<file path="src/sv/ftstat_pkg.sv">
// ----------------------------------------------------------------------------
// Frame time statistics package
// Shared widths, reset values, codes and the controller/datapath structs.
// ----------------------------------------------------------------------------
`default_nettype none

package ftstat_pkg;

  // Window length in frames (2 .. 127).
  localparam int WINDOW_FRAMES = 60;

  // Field and register widths.
  localparam int KIND_W    = 2;
  localparam int TIME_W    = 32;
  localparam int CFG_W     = 16;
  localparam int CFG_IDX_W = 1;
  localparam int Q8_W      = 24;
  localparam int FRAMES_W  = 7;
  localparam int SUM_W     = 32;
  localparam int WAIT_W    = 16;

  // Wait computation widths: frames * target, and the signed Q8 difference.
  localparam int PROD_W = FRAMES_W + CFG_W;
  localparam int DIFF_W = TIME_W + 9;

  // Sequential divider for the rate.
  localparam int DIV_W     = 32;
  localparam int DIV_CNT_W = $clog2(DIV_W);

  // Average by reciprocal multiplication: floor(sum / WINDOW_FRAMES) equals
  // (sum * AVG_MAGIC) >> AVG_SHIFT for every 32-bit sum.
  localparam int AVG_SHIFT   = SUM_W + $clog2(WINDOW_FRAMES);
  localparam int AVG_MAGIC_W = SUM_W + 1;
  localparam int AVG_PROD_W  = SUM_W + AVG_MAGIC_W;
  localparam logic [AVG_MAGIC_W-1:0] AVG_MAGIC = AVG_MAGIC_W'(
    ((64'd1 << AVG_SHIFT) + 64'(WINDOW_FRAMES) - 64'd1) / 64'(WINDOW_FRAMES));

  // Reset values.
  localparam logic [CFG_W-1:0] TARGET_RESET  = 16'd4267;
  localparam logic [CFG_W-1:0] LIMIT_RESET   = 16'd500;
  localparam logic [Q8_W-1:0]  RATE_RESET_Q8 = 24'd15360;
  localparam logic [Q8_W-1:0]  Q8_MAX        = 24'hFF_FFFF;

  // Window length as a count, and the rate numerator 1000 ms * 256 * frames.
  localparam logic [FRAMES_W-1:0] WINDOW_COUNT = FRAMES_W'(WINDOW_FRAMES);
  localparam logic [DIV_W-1:0]    RATE_NUM     = DIV_W'(256000 * WINDOW_FRAMES);
  localparam logic [DIV_W-1:0]    WINDOW_DIV   = DIV_W'(WINDOW_FRAMES);

  // Item kinds; the remaining code is an item that changes nothing.
  typedef enum logic [KIND_W-1:0] {
    KIND_START = 2'd0,
    KIND_FRAME = 2'd1,
    KIND_WAIT  = 2'd2
  } kind_t;

  // Configuration register indexes.
  typedef enum logic [CFG_IDX_W-1:0] {
    CFG_TARGET = 1'b0,
    CFG_LIMIT  = 1'b1
  } cfg_idx_t;

  // Controller states.
  typedef enum logic [2:0] {
    ST_IDLE,
    ST_EXEC,
    ST_RATE,
    ST_DIV,
    ST_WAIT,
    ST_OUT
  } state_t;

  // Commands from the controller to the datapath.
  typedef struct packed {
    logic     load;
    logic     start;
    logic     frame;
    logic     div_start;
    logic     commit_rate;
    logic     commit_avg;
    logic     wait_mul;
    logic     wait_sub;
    logic     out_load;
  } cmd_t;

  // Status from the datapath to the controller.
  typedef struct packed {
    logic [KIND_W-1:0] kind;
    logic              window_full;
    logic              div_done;
    logic              out_busy;
  } status_t;

  // One result item.
  typedef struct packed {
    logic [Q8_W-1:0]   frame_ms_q8;
    logic              frame_ok;
    logic              window_done;
    logic [Q8_W-1:0]   rate_q8;
    logic [Q8_W-1:0]   avg_q8;
    logic [Q8_W-1:0]   min_q8;
    logic [Q8_W-1:0]   max_q8;
    logic [WAIT_W-1:0] wait_ms;
  } result_t;

endpackage

`default_nettype wire

</file>
<file path="src/sv/ftstat_if.sv">
// ----------------------------------------------------------------------------
// Frame time statistics channel interfaces
// Valid/ready channels for input items and result items.
// ----------------------------------------------------------------------------
`default_nettype none

// Input item channel.
interface ftstat_in_if;
  import ftstat_pkg::*;

  logic              valid;
  logic              ready;
  logic [KIND_W-1:0] kind;
  logic [TIME_W-1:0] now_ms;

  modport source (output valid, kind, now_ms, input ready);
  modport sink   (input valid, kind, now_ms, output ready);
endinterface

// Result item channel.
interface ftstat_out_if;
  import ftstat_pkg::*;

  logic              valid;
  logic              ready;
  logic [Q8_W-1:0]   frame_ms_q8;
  logic              frame_ok;
  logic              window_done;
  logic [Q8_W-1:0]   rate_q8;
  logic [Q8_W-1:0]   avg_q8;
  logic [Q8_W-1:0]   min_q8;
  logic [Q8_W-1:0]   max_q8;
  logic [WAIT_W-1:0] wait_ms;

  modport source (output valid, frame_ms_q8, frame_ok, window_done, rate_q8, avg_q8,
                  min_q8, max_q8, wait_ms, input ready);
  modport sink   (input valid, frame_ms_q8, frame_ok, window_done, rate_q8, avg_q8,
                  min_q8, max_q8, wait_ms, output ready);
endinterface

`default_nettype wire

</file>
<file path="src/sv/frame_time_statistics_core.sv">
// ----------------------------------------------------------------------------
// Frame time statistics core
// Windowed frame rate monitor with pacing query.
// ----------------------------------------------------------------------------
// One item is handled at a time. A start, an ordinary frame update or an
// unused kind goes from the execute state straight to the output state, and a
// wait query first multiplies, then subtracts and saturates. The frame that
// closes a window runs the 32-step rate divider; its average comes from a
// reciprocal multiply that is ready alongside the rate.
// The input is ready again in the cycle after the result is loaded into the
// output register, even if that result has not yet been transferred out; a
// result that waits there holds the next one back in the controller.
`default_nettype none

module frame_time_statistics_core (
  input  logic                             clk,
  input  logic                             rst,
  input  logic                             cfg_we,
  input  logic [ftstat_pkg::CFG_IDX_W-1:0] cfg_index,
  input  logic [ftstat_pkg::CFG_W-1:0]     cfg_data,
  ftstat_in_if.sink                        in_ch,
  ftstat_out_if.source                     out_ch
);
  import ftstat_pkg::*;

  cmd_t    cmd;
  status_t status;
  result_t result;
  logic    out_valid;

  ftstat_ctrl u_ctrl (
    .clk      (clk),
    .rst      (rst),
    .in_valid (in_ch.valid),
    .in_ready (in_ch.ready),
    .status   (status),
    .cmd      (cmd)
  );

  ftstat_dp u_dp (
    .clk       (clk),
    .rst       (rst),
    .cfg_we    (cfg_we),
    .cfg_index (cfg_index),
    .cfg_data  (cfg_data),
    .in_kind   (in_ch.kind),
    .in_now    (in_ch.now_ms),
    .cmd       (cmd),
    .status    (status),
    .out_valid (out_valid),
    .out_ready (out_ch.ready),
    .result    (result)
  );

  // Result channel.
  assign out_ch.valid       = out_valid;
  assign out_ch.frame_ms_q8 = result.frame_ms_q8;
  assign out_ch.frame_ok    = result.frame_ok;
  assign out_ch.window_done = result.window_done;
  assign out_ch.rate_q8     = result.rate_q8;
  assign out_ch.avg_q8      = result.avg_q8;
  assign out_ch.min_q8      = result.min_q8;
  assign out_ch.max_q8      = result.max_q8;
  assign out_ch.wait_ms     = result.wait_ms;

endmodule

`default_nettype wire

</file>
<file path="src/sv/ftstat_div.sv">
// ----------------------------------------------------------------------------
// Frame time statistics divider
// Restoring unsigned divider, one quotient bit per cycle.
// ----------------------------------------------------------------------------
`default_nettype none

module ftstat_div (
  input  logic                         clk,
  input  logic                         rst,
  input  logic                         start,
  input  logic [ftstat_pkg::DIV_W-1:0] dividend,
  input  logic [ftstat_pkg::DIV_W-1:0] divisor,
  output logic                         done,
  output logic [ftstat_pkg::DIV_W-1:0] quotient
);
  import ftstat_pkg::*;

  logic [DIV_W:0]     rem;
  logic [DIV_W-1:0]   quo;
  logic [DIV_W-1:0]   dvs;
  logic [DIV_CNT_W-1:0] cnt;
  logic               busy;
  logic [DIV_W:0]     rem_sh;
  logic [DIV_W:0]     rem_sub;
  logic               fits;

  // Shift in the next dividend bit and trial-subtract the divisor.
  always_comb begin
    rem_sh  = {rem[DIV_W-1:0], quo[DIV_W-1]};
    fits    = (rem_sh >= {1'b0, dvs});
    rem_sub = rem_sh - {1'b0, dvs};
  end

  // Control: busy for DIV_W steps, done pulses after the last one.
  always_ff @(posedge clk) begin
    if (rst) begin
      busy <= 1'b0;
      done <= 1'b0;
      cnt  <= '0;
    end else begin
      done <= 1'b0;
      if (start) begin
        busy <= 1'b1;
        cnt  <= DIV_CNT_W'(DIV_W - 1);
      end else if (busy) begin
        cnt <= cnt - 1'b1;
        if (cnt == '0) begin
          busy <= 1'b0;
          done <= 1'b1;
        end
      end
    end
  end

  // Operands and partial remainder; the dividend shifts out as quotient bits enter.
  always_ff @(posedge clk) begin
    if (start) begin
      rem <= '0;
      quo <= dividend;
      dvs <= divisor;
    end else if (busy) begin
      rem <= fits ? rem_sub : rem_sh;
      quo <= {quo[DIV_W-2:0], fits};
    end
  end

  assign quotient = quo;

endmodule

`default_nettype wire

</file>
<file path="src/sv/ftstat_dp.sv">
// ----------------------------------------------------------------------------
// Frame time statistics datapath
// Configuration, window statistics, published values, pacing and result register.
// ----------------------------------------------------------------------------
`default_nettype none

module ftstat_dp (
  input  logic                             clk,
  input  logic                             rst,
  input  logic                             cfg_we,
  input  logic [ftstat_pkg::CFG_IDX_W-1:0] cfg_index,
  input  logic [ftstat_pkg::CFG_W-1:0]     cfg_data,
  input  logic [ftstat_pkg::KIND_W-1:0]    in_kind,
  input  logic [ftstat_pkg::TIME_W-1:0]    in_now,
  input  ftstat_pkg::cmd_t                 cmd,
  output ftstat_pkg::status_t              status,
  output logic                             out_valid,
  input  logic                             out_ready,
  output ftstat_pkg::result_t              result
);
  import ftstat_pkg::*;

  // Configuration registers.
  logic [CFG_W-1:0] target;
  logic [CFG_W-1:0] limit;

  // Current item.
  logic [KIND_W-1:0] item_kind;
  logic [TIME_W-1:0] item_now;

  // Window and published state.
  logic [TIME_W-1:0]   last_time;
  logic [TIME_W-1:0]   win_start;
  logic [FRAMES_W-1:0] frames;
  logic [SUM_W-1:0]    sum;
  logic [Q8_W-1:0]     win_min;
  logic [Q8_W-1:0]     win_max;
  logic [Q8_W-1:0]     pub_rate;
  logic [Q8_W-1:0]     pub_avg;
  logic [Q8_W-1:0]     pub_min;
  logic [Q8_W-1:0]     pub_max;

  // Values held for the rate and average after a window closes.
  logic [SUM_W-1:0]  sum_hold;
  logic [TIME_W-1:0] span_hold;
  logic              span_bad;

  // Per-item result fields.
  logic [Q8_W-1:0]   res_frame;
  logic              res_ok;
  logic              res_done;
  logic [WAIT_W-1:0] res_wait;

  // Pacing pipeline.
  logic [PROD_W-1:0] prod_q;
  logic [TIME_W-1:0] act_q;

  // Combinational frame terms.
  logic [TIME_W-1:0]   elapsed;
  logic                elapsed_ok;
  logic [Q8_W-1:0]     frame_q8;
  logic [TIME_W-1:0]   span;
  logic                full;
  logic                first;
  logic                div_done;
  logic [DIV_W-1:0]    div_quotient;
  logic [AVG_PROD_W-1:0] avg_prod;
  logic signed [DIFF_W-1:0] diff;
  logic [TIME_W-1:0]   wait_whole;
  logic [WAIT_W-1:0]   wait_sat;

  // Frame time: measured if in range, otherwise the target.
  always_comb begin
    elapsed    = item_now - last_time;
    elapsed_ok = (elapsed != '0) && (elapsed < {{(TIME_W-CFG_W){1'b0}}, limit});
    frame_q8   = elapsed_ok ? {elapsed[CFG_W-1:0], 8'd0}
                            : {{(Q8_W-CFG_W){1'b0}}, target};
    span       = item_now - win_start;
    full       = (frames == WINDOW_COUNT);
    first      = full || (frames == '0);
  end

  // Rate: numerator 1000 ms * 256 * frames over the window span.
  ftstat_div u_div (
    .clk      (clk),
    .rst      (rst),
    .start    (cmd.div_start),
    .dividend (RATE_NUM),
    .divisor  (span_hold),
    .done     (div_done),
    .quotient (div_quotient)
  );

  // Average: window sum times the reciprocal of the frame count.
  always_comb begin
    avg_prod = {{AVG_MAGIC_W{1'b0}}, sum_hold} * {{SUM_W{1'b0}}, AVG_MAGIC};
  end

  // Pacing: Q8 deadline minus Q8 elapsed time, truncated to whole ms, saturated.
  always_comb begin
    diff = $signed({{(DIFF_W-PROD_W){1'b0}}, prod_q})
         - $signed({act_q[TIME_W-1], act_q, 8'd0});
    wait_whole = diff[TIME_W+7:8];
    if (diff[DIFF_W-1] || (diff == '0)) begin
      wait_sat = '0;
    end else if (wait_whole[TIME_W-1:WAIT_W] != '0) begin
      wait_sat = '1;
    end else begin
      wait_sat = wait_whole[WAIT_W-1:0];
    end
  end

  // State registers.
  always_ff @(posedge clk) begin
    if (rst) begin
      target    <= TARGET_RESET;
      limit     <= LIMIT_RESET;
      last_time <= '0;
      win_start <= '0;
      frames    <= '0;
      sum       <= '0;
      win_min   <= {{(Q8_W-CFG_W){1'b0}}, TARGET_RESET};
      win_max   <= {{(Q8_W-CFG_W){1'b0}}, TARGET_RESET};
      pub_rate  <= RATE_RESET_Q8;
      pub_avg   <= {{(Q8_W-CFG_W){1'b0}}, TARGET_RESET};
      pub_min   <= {{(Q8_W-CFG_W){1'b0}}, TARGET_RESET};
      pub_max   <= {{(Q8_W-CFG_W){1'b0}}, TARGET_RESET};
    end else begin
      // Configuration writes.
      if (cfg_we) begin
        unique case (cfg_idx_t'(cfg_index))
          CFG_TARGET: target <= cfg_data;
          CFG_LIMIT:  limit  <= cfg_data;
          default:    ;
        endcase
      end

      // Start: restart the window and republish the defaults.
      if (cmd.start) begin
        win_start <= item_now;
        last_time <= item_now;
        frames    <= '0;
        sum       <= '0;
        win_min   <= {{(Q8_W-CFG_W){1'b0}}, target};
        win_max   <= {{(Q8_W-CFG_W){1'b0}}, target};
        pub_rate  <= RATE_RESET_Q8;
        pub_avg   <= {{(Q8_W-CFG_W){1'b0}}, target};
        pub_min   <= {{(Q8_W-CFG_W){1'b0}}, target};
        pub_max   <= {{(Q8_W-CFG_W){1'b0}}, target};
      end

      // Frame: close a full window, then accumulate this frame.
      if (cmd.frame) begin
        last_time <= item_now;
        if (full) begin
          pub_min <= win_min;
          pub_max <= win_max;
        end
        if (first) begin
          win_start <= item_now;
          win_min   <= frame_q8;
          win_max   <= frame_q8;
          sum       <= {{(SUM_W-Q8_W){1'b0}}, frame_q8};
          frames    <= FRAMES_W'(1);
        end else begin
          if (frame_q8 < win_min) begin
            win_min <= frame_q8;
          end
          if (frame_q8 > win_max) begin
            win_max <= frame_q8;
          end
          sum    <= sum + {{(SUM_W-Q8_W){1'b0}}, frame_q8};
          frames <= frames + 1'b1;
        end
      end

      // Rate and average of the closed window.
      if (cmd.commit_rate) begin
        if (span_bad || div_quotient[DIV_W-1:Q8_W] != '0) begin
          pub_rate <= Q8_MAX;
        end else begin
          pub_rate <= div_quotient[Q8_W-1:0];
        end
      end
      if (cmd.commit_avg) begin
        pub_avg <= avg_prod[AVG_SHIFT +: Q8_W];
      end
    end
  end

  // Item, per-item results and operand holding registers.
  always_ff @(posedge clk) begin
    if (cmd.load) begin
      item_kind <= in_kind;
      item_now  <= in_now;
      res_frame <= '0;
      res_ok    <= 1'b0;
      res_done  <= 1'b0;
      res_wait  <= '0;
    end
    if (cmd.frame) begin
      res_frame <= frame_q8;
      res_ok    <= elapsed_ok;
      res_done  <= full;
      sum_hold  <= sum;
      span_hold <= span;
      span_bad  <= (span == '0) || span[TIME_W-1];
    end
    if (cmd.wait_mul) begin
      prod_q <= frames * target;
      act_q  <= span;
    end
    if (cmd.wait_sub) begin
      res_wait <= wait_sat;
    end
  end

  // Output register: holds a result until the transfer completes.
  always_ff @(posedge clk) begin
    if (rst) begin
      out_valid <= 1'b0;
    end else if (cmd.out_load) begin
      out_valid <= 1'b1;
    end else if (out_ready) begin
      out_valid <= 1'b0;
    end
  end

  always_ff @(posedge clk) begin
    if (cmd.out_load) begin
      result.frame_ms_q8 <= res_frame;
      result.frame_ok    <= res_ok;
      result.window_done <= res_done;
      result.rate_q8     <= pub_rate;
      result.avg_q8      <= pub_avg;
      result.min_q8      <= pub_min;
      result.max_q8      <= pub_max;
      result.wait_ms     <= res_wait;
    end
  end

  // Status to the controller.
  always_comb begin
    status.kind        = item_kind;
    status.window_full = full;
    status.div_done    = div_done;
    status.out_busy    = out_valid && !out_ready;
  end

endmodule

`default_nettype wire

</file>
<file path="src/sv/ftstat_ctrl.sv">
// ----------------------------------------------------------------------------
// Frame time statistics controller
// Sequences one item through update, rate division, pacing and the result register.
// ----------------------------------------------------------------------------
`default_nettype none

module ftstat_ctrl (
  input  logic                clk,
  input  logic                rst,
  input  logic                in_valid,
  output logic                in_ready,
  input  ftstat_pkg::status_t status,
  output ftstat_pkg::cmd_t    cmd
);
  import ftstat_pkg::*;

  state_t state;
  state_t state_next;

  // State register.
  always_ff @(posedge clk) begin
    if (rst) begin
      state <= ST_IDLE;
    end else begin
      state <= state_next;
    end
  end

  // Next state and commands.
  always_comb begin
    state_next = state;
    cmd        = '0;
    in_ready   = (state == ST_IDLE);
    unique case (state)
      ST_IDLE: begin
        if (in_valid) begin
          cmd.load   = 1'b1;
          state_next = ST_EXEC;
        end
      end
      ST_EXEC: begin
        unique case (kind_t'(status.kind))
          KIND_START: begin
            cmd.start  = 1'b1;
            state_next = ST_OUT;
          end
          KIND_FRAME: begin
            cmd.frame = 1'b1;
            if (status.window_full) begin
              state_next = ST_RATE;
            end else begin
              state_next = ST_OUT;
            end
          end
          KIND_WAIT: begin
            cmd.wait_mul = 1'b1;
            state_next   = ST_WAIT;
          end
          default: begin
            state_next = ST_OUT;
          end
        endcase
      end
      ST_RATE: begin
        // The span and sum were captured by the frame update; start the rate.
        cmd.div_start = 1'b1;
        state_next    = ST_DIV;
      end
      ST_DIV: begin
        // The average needs no wait, so both land when the rate is done.
        if (status.div_done) begin
          cmd.commit_rate = 1'b1;
          cmd.commit_avg  = 1'b1;
          state_next      = ST_OUT;
        end
      end
      ST_WAIT: begin
        cmd.wait_sub = 1'b1;
        state_next   = ST_OUT;
      end
      ST_OUT: begin
        if (!status.out_busy) begin
          cmd.out_load = 1'b1;
          state_next   = ST_IDLE;
        end
      end
      default: begin
        state_next = ST_IDLE;
      end
    endcase
  end

endmodule

`default_nettype wire

</file>
<file path="src/flat_wrapper.sv">
// flat-port wrapper written by rule: the top's interface ports become plain ports
module frame_time_statistics_core_flat import ftstat_pkg::*;
  (clk, rst, cfg_we, cfg_index, cfg_data, in_ch_valid, in_ch_kind, in_ch_now_ms, in_ch_ready, out_ch_valid, out_ch_frame_ms_q8, out_ch_frame_ok, out_ch_window_done, out_ch_rate_q8, out_ch_avg_q8, out_ch_min_q8, out_ch_max_q8, out_ch_wait_ms, out_ch_ready);
  ftstat_in_if in_ch_i ();
  ftstat_out_if out_ch_i ();
  input  logic clk;
  input  logic rst;
  input  logic cfg_we;
  input  logic [ftstat_pkg::CFG_IDX_W-1:0] cfg_index;
  input  logic [ftstat_pkg::CFG_W-1:0] cfg_data;
  input wire logic [$bits(in_ch_i.valid)-1:0] in_ch_valid;
  input wire logic [$bits(in_ch_i.kind)-1:0] in_ch_kind;
  input wire logic [$bits(in_ch_i.now_ms)-1:0] in_ch_now_ms;
  output wire logic [$bits(in_ch_i.ready)-1:0] in_ch_ready;
  output wire logic [$bits(out_ch_i.valid)-1:0] out_ch_valid;
  output wire logic [$bits(out_ch_i.frame_ms_q8)-1:0] out_ch_frame_ms_q8;
  output wire logic [$bits(out_ch_i.frame_ok)-1:0] out_ch_frame_ok;
  output wire logic [$bits(out_ch_i.window_done)-1:0] out_ch_window_done;
  output wire logic [$bits(out_ch_i.rate_q8)-1:0] out_ch_rate_q8;
  output wire logic [$bits(out_ch_i.avg_q8)-1:0] out_ch_avg_q8;
  output wire logic [$bits(out_ch_i.min_q8)-1:0] out_ch_min_q8;
  output wire logic [$bits(out_ch_i.max_q8)-1:0] out_ch_max_q8;
  output wire logic [$bits(out_ch_i.wait_ms)-1:0] out_ch_wait_ms;
  input wire logic [$bits(out_ch_i.ready)-1:0] out_ch_ready;
  assign in_ch_i.valid = in_ch_valid;
  assign in_ch_i.kind = in_ch_kind;
  assign in_ch_i.now_ms = in_ch_now_ms;
  assign in_ch_ready = in_ch_i.ready;
  assign out_ch_valid = out_ch_i.valid;
  assign out_ch_frame_ms_q8 = out_ch_i.frame_ms_q8;
  assign out_ch_frame_ok = out_ch_i.frame_ok;
  assign out_ch_window_done = out_ch_i.window_done;
  assign out_ch_rate_q8 = out_ch_i.rate_q8;
  assign out_ch_avg_q8 = out_ch_i.avg_q8;
  assign out_ch_min_q8 = out_ch_i.min_q8;
  assign out_ch_max_q8 = out_ch_i.max_q8;
  assign out_ch_wait_ms = out_ch_i.wait_ms;
  assign out_ch_i.ready = out_ch_ready;
  frame_time_statistics_core u_core (.clk(clk), .rst(rst), .cfg_we(cfg_we), .cfg_index(cfg_index), .cfg_data(cfg_data), .in_ch(in_ch_i), .out_ch(out_ch_i));
endmodule
</file>
<file path="config.mk">
export PLATFORM = sky130hd
export DESIGN_NAME = frame_time_statistics_core_flat
export DESIGN_NICKNAME = d
export VERILOG_FILES = /design/src/sv/ftstat_pkg.sv /design/src/sv/ftstat_if.sv /design/src/sv/frame_time_statistics_core.sv /design/src/sv/ftstat_div.sv /design/src/sv/ftstat_dp.sv /design/src/sv/ftstat_ctrl.sv /design/src/flat_wrapper.sv
export SDC_FILE = /design/constraint.sdc
export NUM_CORES = 2
export LEC_CHECK = 0
export BUFFER_PORTS_ARGS = -buffer_cell sky130_fd_sc_hd__buf_4
export CAP_MARGIN = 25
export CORE_MARGIN = 1
export CORE_UTILIZATION = 50
export DETAILED_ROUTE_END_ITERATION = 8
export PLACE_DENSITY = 0.77
export SYNTH_ARGS = -nofsm -noshare
export SYNTH_HDL_FRONTEND = slang
export SYNTH_SLANG_ARGS = --single-unit
</file>
<file path="constraint.sdc">
create_clock -name clk -period 14.2 [get_ports clk]
set_clock_uncertainty 0.1 [all_clocks]
set_input_delay 1.42 -clock clk [delete_from_list [all_inputs] [get_ports clk]]
set_output_delay 1.42 -clock clk [all_outputs]
set_load 0.01 [all_outputs]
</file>
# Yosys cells after proc, flatten, opt, wreduce, memory -nomap -nowiden

Index checks and enable logic that the tools add are counted.
W data, S select, Z words.

Input bits: 56
Bits in registers: 720
Output and inout bits: 140
Word-level logic and storage cells: 160

Magnitude comparators: 4
Multipliers: 2
Eq/ne operators: 11
Reductions and logical operators: 27
Add/subtract/negate cells: 7
Bitwise logic cells: 2
Mux-type cells: 68

Operators with widths:

| cell                     | number |
|---|---|
| $mux W24                 | 22 |
| $mux W32                 | 9 |
| $sub A32 B32 Y32         | 3 |
| $mux W16                 | 4 |
| $mul A32 B32 Y61 const B | 1 |
| $logic_not A41 Y1        | 1 |
| $sub A24 B40 Y41         | 1 |
| $ge A33 B32 Y1           | 1 |
| $add A32 B24 Y32         | 1 |
| $logic_not A32 Y1        | 1 |
| $lt A32 B16 Y1           | 1 |
| $reduce_bool A32 Y1      | 1 |
| $gt A24 B24 Y1           | 1 |
| $lt A24 B24 Y1           | 1 |
| $mul A7 B16 Y23          | 1 |
| $mux W7                  | 3 |
| $mux W1                  | 19 |
| $pmux W3 S6              | 1 |
| $reduce_bool A16 Y1      | 1 |
| $reduce_bool A2 Y1       | 7 |
| $mux W3                  | 4 |
| $mux W5                  | 2 |
| $reduce_bool A8 Y1       | 1 |
| $add A7 B1 Y7 const B    | 1 |
| other kinds (21)         | 33 |

# Longest topological paths before layout

Depth after elaboration: 8
Depth in mapped cells: 38
Mapped depth without buffers: 34

# Hierarchy

Synthesis repeated with hierarchy kept, for this count alone.

Cell total of the unflattened synthesis: 4844
Area total of the unflattened synthesis: 47829.6 um2

Modules (own cells, without submodules):

| module      | area an instance (um2) | cells an instance | instances |
|---|---|---|---|
| ftstat_dp   | 41129.4                | 4154              | 1 |
| ftstat_div  | 6337.3                 | 651               | 1 |
| ftstat_ctrl | 362.8                  | 39                | 1 |

# Worst setup path after synthesis

No wires, ideal clock.

Path kind: input to register
From: input out_ch_ready
To: register u_core.u_dp.result[0] (netlist name)
Setup time: 0.653 ns
Stages on the path: 2
Required time: 13.447 ns
Data arrival time: 7.631 ns
Buffers on the path: 0
Slack: 5.817 ns
Path through: nand2b_1 nor2b_1

RTL lines:

| element     | RTL line           | source |
|---|---|---|
| from (decl) | flat_wrapper.sv:24 | `input wire logic [$bits(out_ch_i.ready)-1:0] out_ch_ready;` |

# Final worst setup path

From: register u_core.u_dp.item_now[1]
To: register u_core.u_dp.sum[24]

Cells in the longest elaborated chain, start to end: 7
Elaborated cells between the ends (all ways): 8
Classes of those cells: 2 x add/sub; 1 x order compare; 3 x mux; 2 x reduce/logical

RTL lines:

| element                                               | RTL line         | source |
|---|---|---|
| from (decl)                                           | ftstat_dp.sv:29  | `logic [TIME_W-1:0] item_now;` |
| from (signal assigned)                                | ftstat_dp.sv:195 | `item_now <= in_now;` |
| $sub A32 B32 Y32 *                                    | ftstat_dp.sv:74  | `elapsed = item_now - last_time;` |
| $lt A32 B16 Y1 or $reduce_bool A32 Y1 (tied branches) | ftstat_dp.sv:75  | `elapsed_ok = (elapsed != '0) && (elapsed < {{(TIME_W-CFG_W){1'b0}}, limit});` |
| $logic_and A1 B1 Y1 *                                 | ftstat_dp.sv:75  |  |
| $mux W24 *                                            | ftstat_dp.sv:76  | `frame_q8 = elapsed_ok ? {elapsed[CFG_W-1:0], 8'd0}` |
| via u_core.u_dp.frame_q8[0]                           | ftstat_dp.sv:61  | `logic [Q8_W-1:0] frame_q8;` |
| $add A32 B24 Y32 *                                    | ftstat_dp.sv:172 | `sum <= sum + {{(SUM_W-Q8_W){1'b0}}, frame_q8};` |
| $mux W32 *                                            | ftstat_dp.sv:159 | `if (first) begin` |
| $mux W32 *                                            | ftstat_dp.sv:153 | `if (cmd.frame) begin` |
| to (signal assigned)                                  | ftstat_dp.sv:163 | `sum <= {{(SUM_W-Q8_W){1'b0}}, frame_q8};` |
| to (signal assigned)                                  | ftstat_dp.sv:172 |  |
| to (decl)                                             | ftstat_dp.sv:35  | `logic [SUM_W-1:0] sum;` |

The timed path passes the listed nets; every way through them passes the cells marked *.
A chain may end at the register's enable or synchronous reset.

==> impl_metrics.env <==
export IMPL_ant_nets=0
export IMPL_combinationalPowerShare_pct=30.5
export IMPL_drc=0
export IMPL_grt_util_met1_pct=33.6
export IMPL_max_slew_margin_rel_pct=22.8
export IMPL_vias=34800
export IMPL_root_buffer="clkbuf_16"
export IMPL_period_share_pct=68.3
export IMPL_die_w_um=307
export IMPL_dpl_hpwl_mm=89.9
export IMPL_htree_levels=3
export IMPL_synth_warnings=0
export IMPL_peakVddDrop_mv=0.111
export IMPL_grt_pass1_vias=34300
export IMPL_period_needed_ns=9.70
export IMPL_synth_cell_types=77
export IMPL_async_flop_share_pct=0
export IMPL_dp_cells=5993
export IMPL_hp_class="flip-flop to flip-flop"
export IMPL_synth_cells=4703
export IMPL_cpPeakStageDelay_ns=0.68
export IMPL_hold_buffers=0
export IMPL_cp_max_fo=7
export IMPL_power_density_nw_per_um2=125
export IMPL_leakage_nw=22.4
export IMPL_syn_num_nets=5519
export IMPL_via_per_inst=5.67
export IMPL_grt_pass1_wl_mm=188
export IMPL_clk_latency_ns=0.65
export IMPL_wl_per_cell_um=19.5
export IMPL_max_freq_mhz=103
export IMPL_cts_buffer_depth=3
export IMPL_finalWirelength_mm=120
export IMPL_busiest_layer="met2"
export IMPL_preCtsSetupSlack_ns=4.77
export IMPL_p_int_mw=4.35
export IMPL_power_frac_seq_pct=37.1
export IMPL_layout_commonest_cell="inv_1"
export IMPL_fin_cells=6141
export IMPL_switching_share_pct=32.8
export IMPL_synth_edf_count=366
export IMPL_grt_overflow=0
export IMPL_die_y_um=307
export IMPL_drive_gt1_share_pct=8.60
export IMPL_min_path_cells=0
export IMPL_io_pins=196
export IMPL_initial_core_util_pct=50.6
export IMPL_synth_main_ff_cell="edfxtp_1"
export IMPL_synthesis_area_um2=46500
export IMPL_dr_pass1_iters=8
export IMPL_arrival_ns=10.09
export IMPL_path_clk_slew_ns=0.06
export IMPL_cts_tree="yes"
export IMPL_rsz0062_at_grt="false"
export IMPL_timing_final_hold_violations=0
export IMPL_fill_cells=7860
export IMPL_r2r_cells=32
export IMPL_worstSetupPathType="flip-flop to flip-flop"
export IMPL_worst_path_max_delay_cell="a31oi_1"
export IMPL_numClockSinks=720
export IMPL_required_ns=14.59
export IMPL_die_area_um2=94200
export IMPL_nNetsFinal=5647
export IMPL_final_cell_mix="568 x inv_1, 525 x ha_1, 468 x nand2_1"
export IMPL_port_buffers=195
export IMPL_cts_resized=0
export IMPL_grt_max_degree=103
export IMPL_multi_input_area_um2=25600
export IMPL_clock_power_share_pct=32.4
export IMPL_endpoint_kind="flip-flop"
export IMPL_cts_buffers=77
export IMPL_grt_antenna_before_repair=8
export IMPL_drv_cap=0
export IMPL_coreArea_um2=91900
export IMPL_drtIter0Drc=2961
export IMPL_global_route_usage_met3_pct=4.78
export IMPL_finalSetupViolCount=0
export IMPL_seq_area_um2=18100
export IMPL_ys_seq_area_share_pct=38.9
export IMPL_avgSynthCellArea_um2=9.89
export IMPL_synthToLayoutAreaGrowth_pct=11.5
export IMPL_ys_seq_elements=720
export IMPL_track_usage_pct=25.3
export IMPL_worst_slew_pin_slew_ns=1.15
export IMPL_outcome="completed"
export IMPL_post_cts_buffers=0
export IMPL_setup_worst_path_start_class="flip-flop"
export IMPL_core_rowCount=111
export IMPL_gp_congestion=0.955
export IMPL_p_sw_mw=2.13
export IMPL_fin_setup_tns_ns=0
export IMPL_timing_final_ws_setup_ns=4.50
export IMPL_met2_usage_pct=41.1
export IMPL_finalMaxSlewViolations=0
## power groups by stage
stage	clock, mW	sequential [mW]	combinational, mW
3_3_place_gp	0	2.44	1.90
6_report	2.10	2.40	1.98
5_1_grt	2.21	2.41	2.24
2_1_floorplan	0	2.42	1.45
3_5_place_dp	0	2.45	1.95
4_1_cts	2.13	2.40	1.97
## final timing paths
check                            start                         to  slack, ns
max reg2reg    u_core.u_dp.item_now[1]        u_core.u_dp.sum[24]       4.50
min          u_core.u_dp.span_hold[26]  u_core.u_dp.u_div.dvs[26]       0.31
min reg2reg  u_core.u_dp.span_hold[26]  u_core.u_dp.u_div.dvs[26]       0.31
max            u_core.u_dp.item_now[1]        u_core.u_dp.sum[24]       4.50
## worst max-delay path: cells and delay by family (launching register included)
kind	cells	cell delay, ns
compound gates	16	4.90
xor+xnor	1	0.44
fa+ha+maj	4	1.40
buf+inv	1	0.13
flops	1	0.46
simple gates	10	2.11
## metal layers
metal,up-vias,share of wire [%]
met5,-,0
li1,16700,-
met2,1156,47
met1,16700,42
met4,0,3.6
met3,245,7.6
## final cells by class
class                           instances  share of cell area, %
Multi-Input combinational cell       3228                   49.4
Inverter                              571                   4.13
Clock inverter                         43                  0.955
Sequential cell                       720                   34.9
Timing Repair Buffer                  233                   3.43
Tap cell                             1243                   3.00
Antenna cell                            3                 0.0145
Clock buffer                          100                   4.16
## Yosys cell counts (all sizes together), types with 8 or more instances
cell | number | area (um^2)
nand2b | 47 | 294
mux2i | 60 | 601
dfxtp | 354 | 7090
nand2 | 468 | 1760
nand3 | 62 | 310
and2 | 63 | 394
nor4b | 8 | 70.1
a221o | 11 | 110
a221oi | 18 | 158
xnor2 | 85 | 744
nand4 | 34 | 213
nor2 | 275 | 1030
and3 | 33 | 206
a21o | 73 | 548
clkbuf | 161 | 604
o211ai | 20 | 150
or2 | 19 | 119
inv | 569 | 2140
fa | 235 | 4700
a2111oi | 15 | 131
or3 | 32 | 200
a31oi | 25 | 156
ha | 525 | 6570
a21oi | 378 | 1900
o21bai | 26 | 195
or4 | 20 | 150
o22ai | 9 | 56.3
a211oi | 74 | 556
a222oi | 13 | 130
nand3b | 18 | 135
o21ai | 148 | 741
a22oi | 14 | 105
a211o | 12 | 105
nor3 | 96 | 485
nor4 | 27 | 169
edfxtp | 366 | 11000
nor2b | 37 | 231
o2111ai | 9 | 78.8
xor2 | 63 | 552
o21a | 46 | 345
o41ai | 8 | 77.6
o31ai | 18 | 135
buf | 23 | 88.8
o31a | 8 | 70.1
## per-stage QoR
stage          utilization [%]  instance area (um^2)  total power [mW]  hold WS [ns]
2_1_floorplan                -                 46500              3.86         0.300
3_3_place_gp              53.5                 49200              4.34         0.303
3_5_place_dp              53.5                 49200              4.40         0.305
4_1_cts                   56.4                 51800              6.51         0.306
5_1_grt                   56.4                 51900              6.86         0.318
6_report                  56.4                 51900              6.48         0.307
## kinds of logic after synthesis
kind of cell / Yosys count / share of synthesized area (%)
AO/OA/AOI/OAI: 996 / 13.8
XOR/XNOR: 148 / 2.79
adder cells (fa/ha/maj): 760 / 24.2
buffers and inverters: 755 / 6.10
flip-flops: 720 / 38.9
multiplexers: 67 / 1.46
AND/OR/NAND/NOR: 1257 / 12.7
## registers in the layout (all words and copies together), names as in the netlist, 32 cells and up
| name | cells |
|---|---|
| u_core.u_dp.result | 138 |
| u_core.u_dp.act_q | 32 |
| u_core.u_dp.item_now | 32 |
| u_core.u_dp.last_time | 32 |
| u_core.u_dp.span_hold | 32 |
| u_core.u_dp.sum | 32 |
| u_core.u_dp.sum_hold | 32 |
| u_core.u_dp.u_div.dvs | 32 |
| u_core.u_dp.u_div.quotient | 32 |
| u_core.u_dp.u_div.rem | 32 |
| u_core.u_dp.win_start | 32 |
No activity file was read; power rests on OpenSTA's default activity.
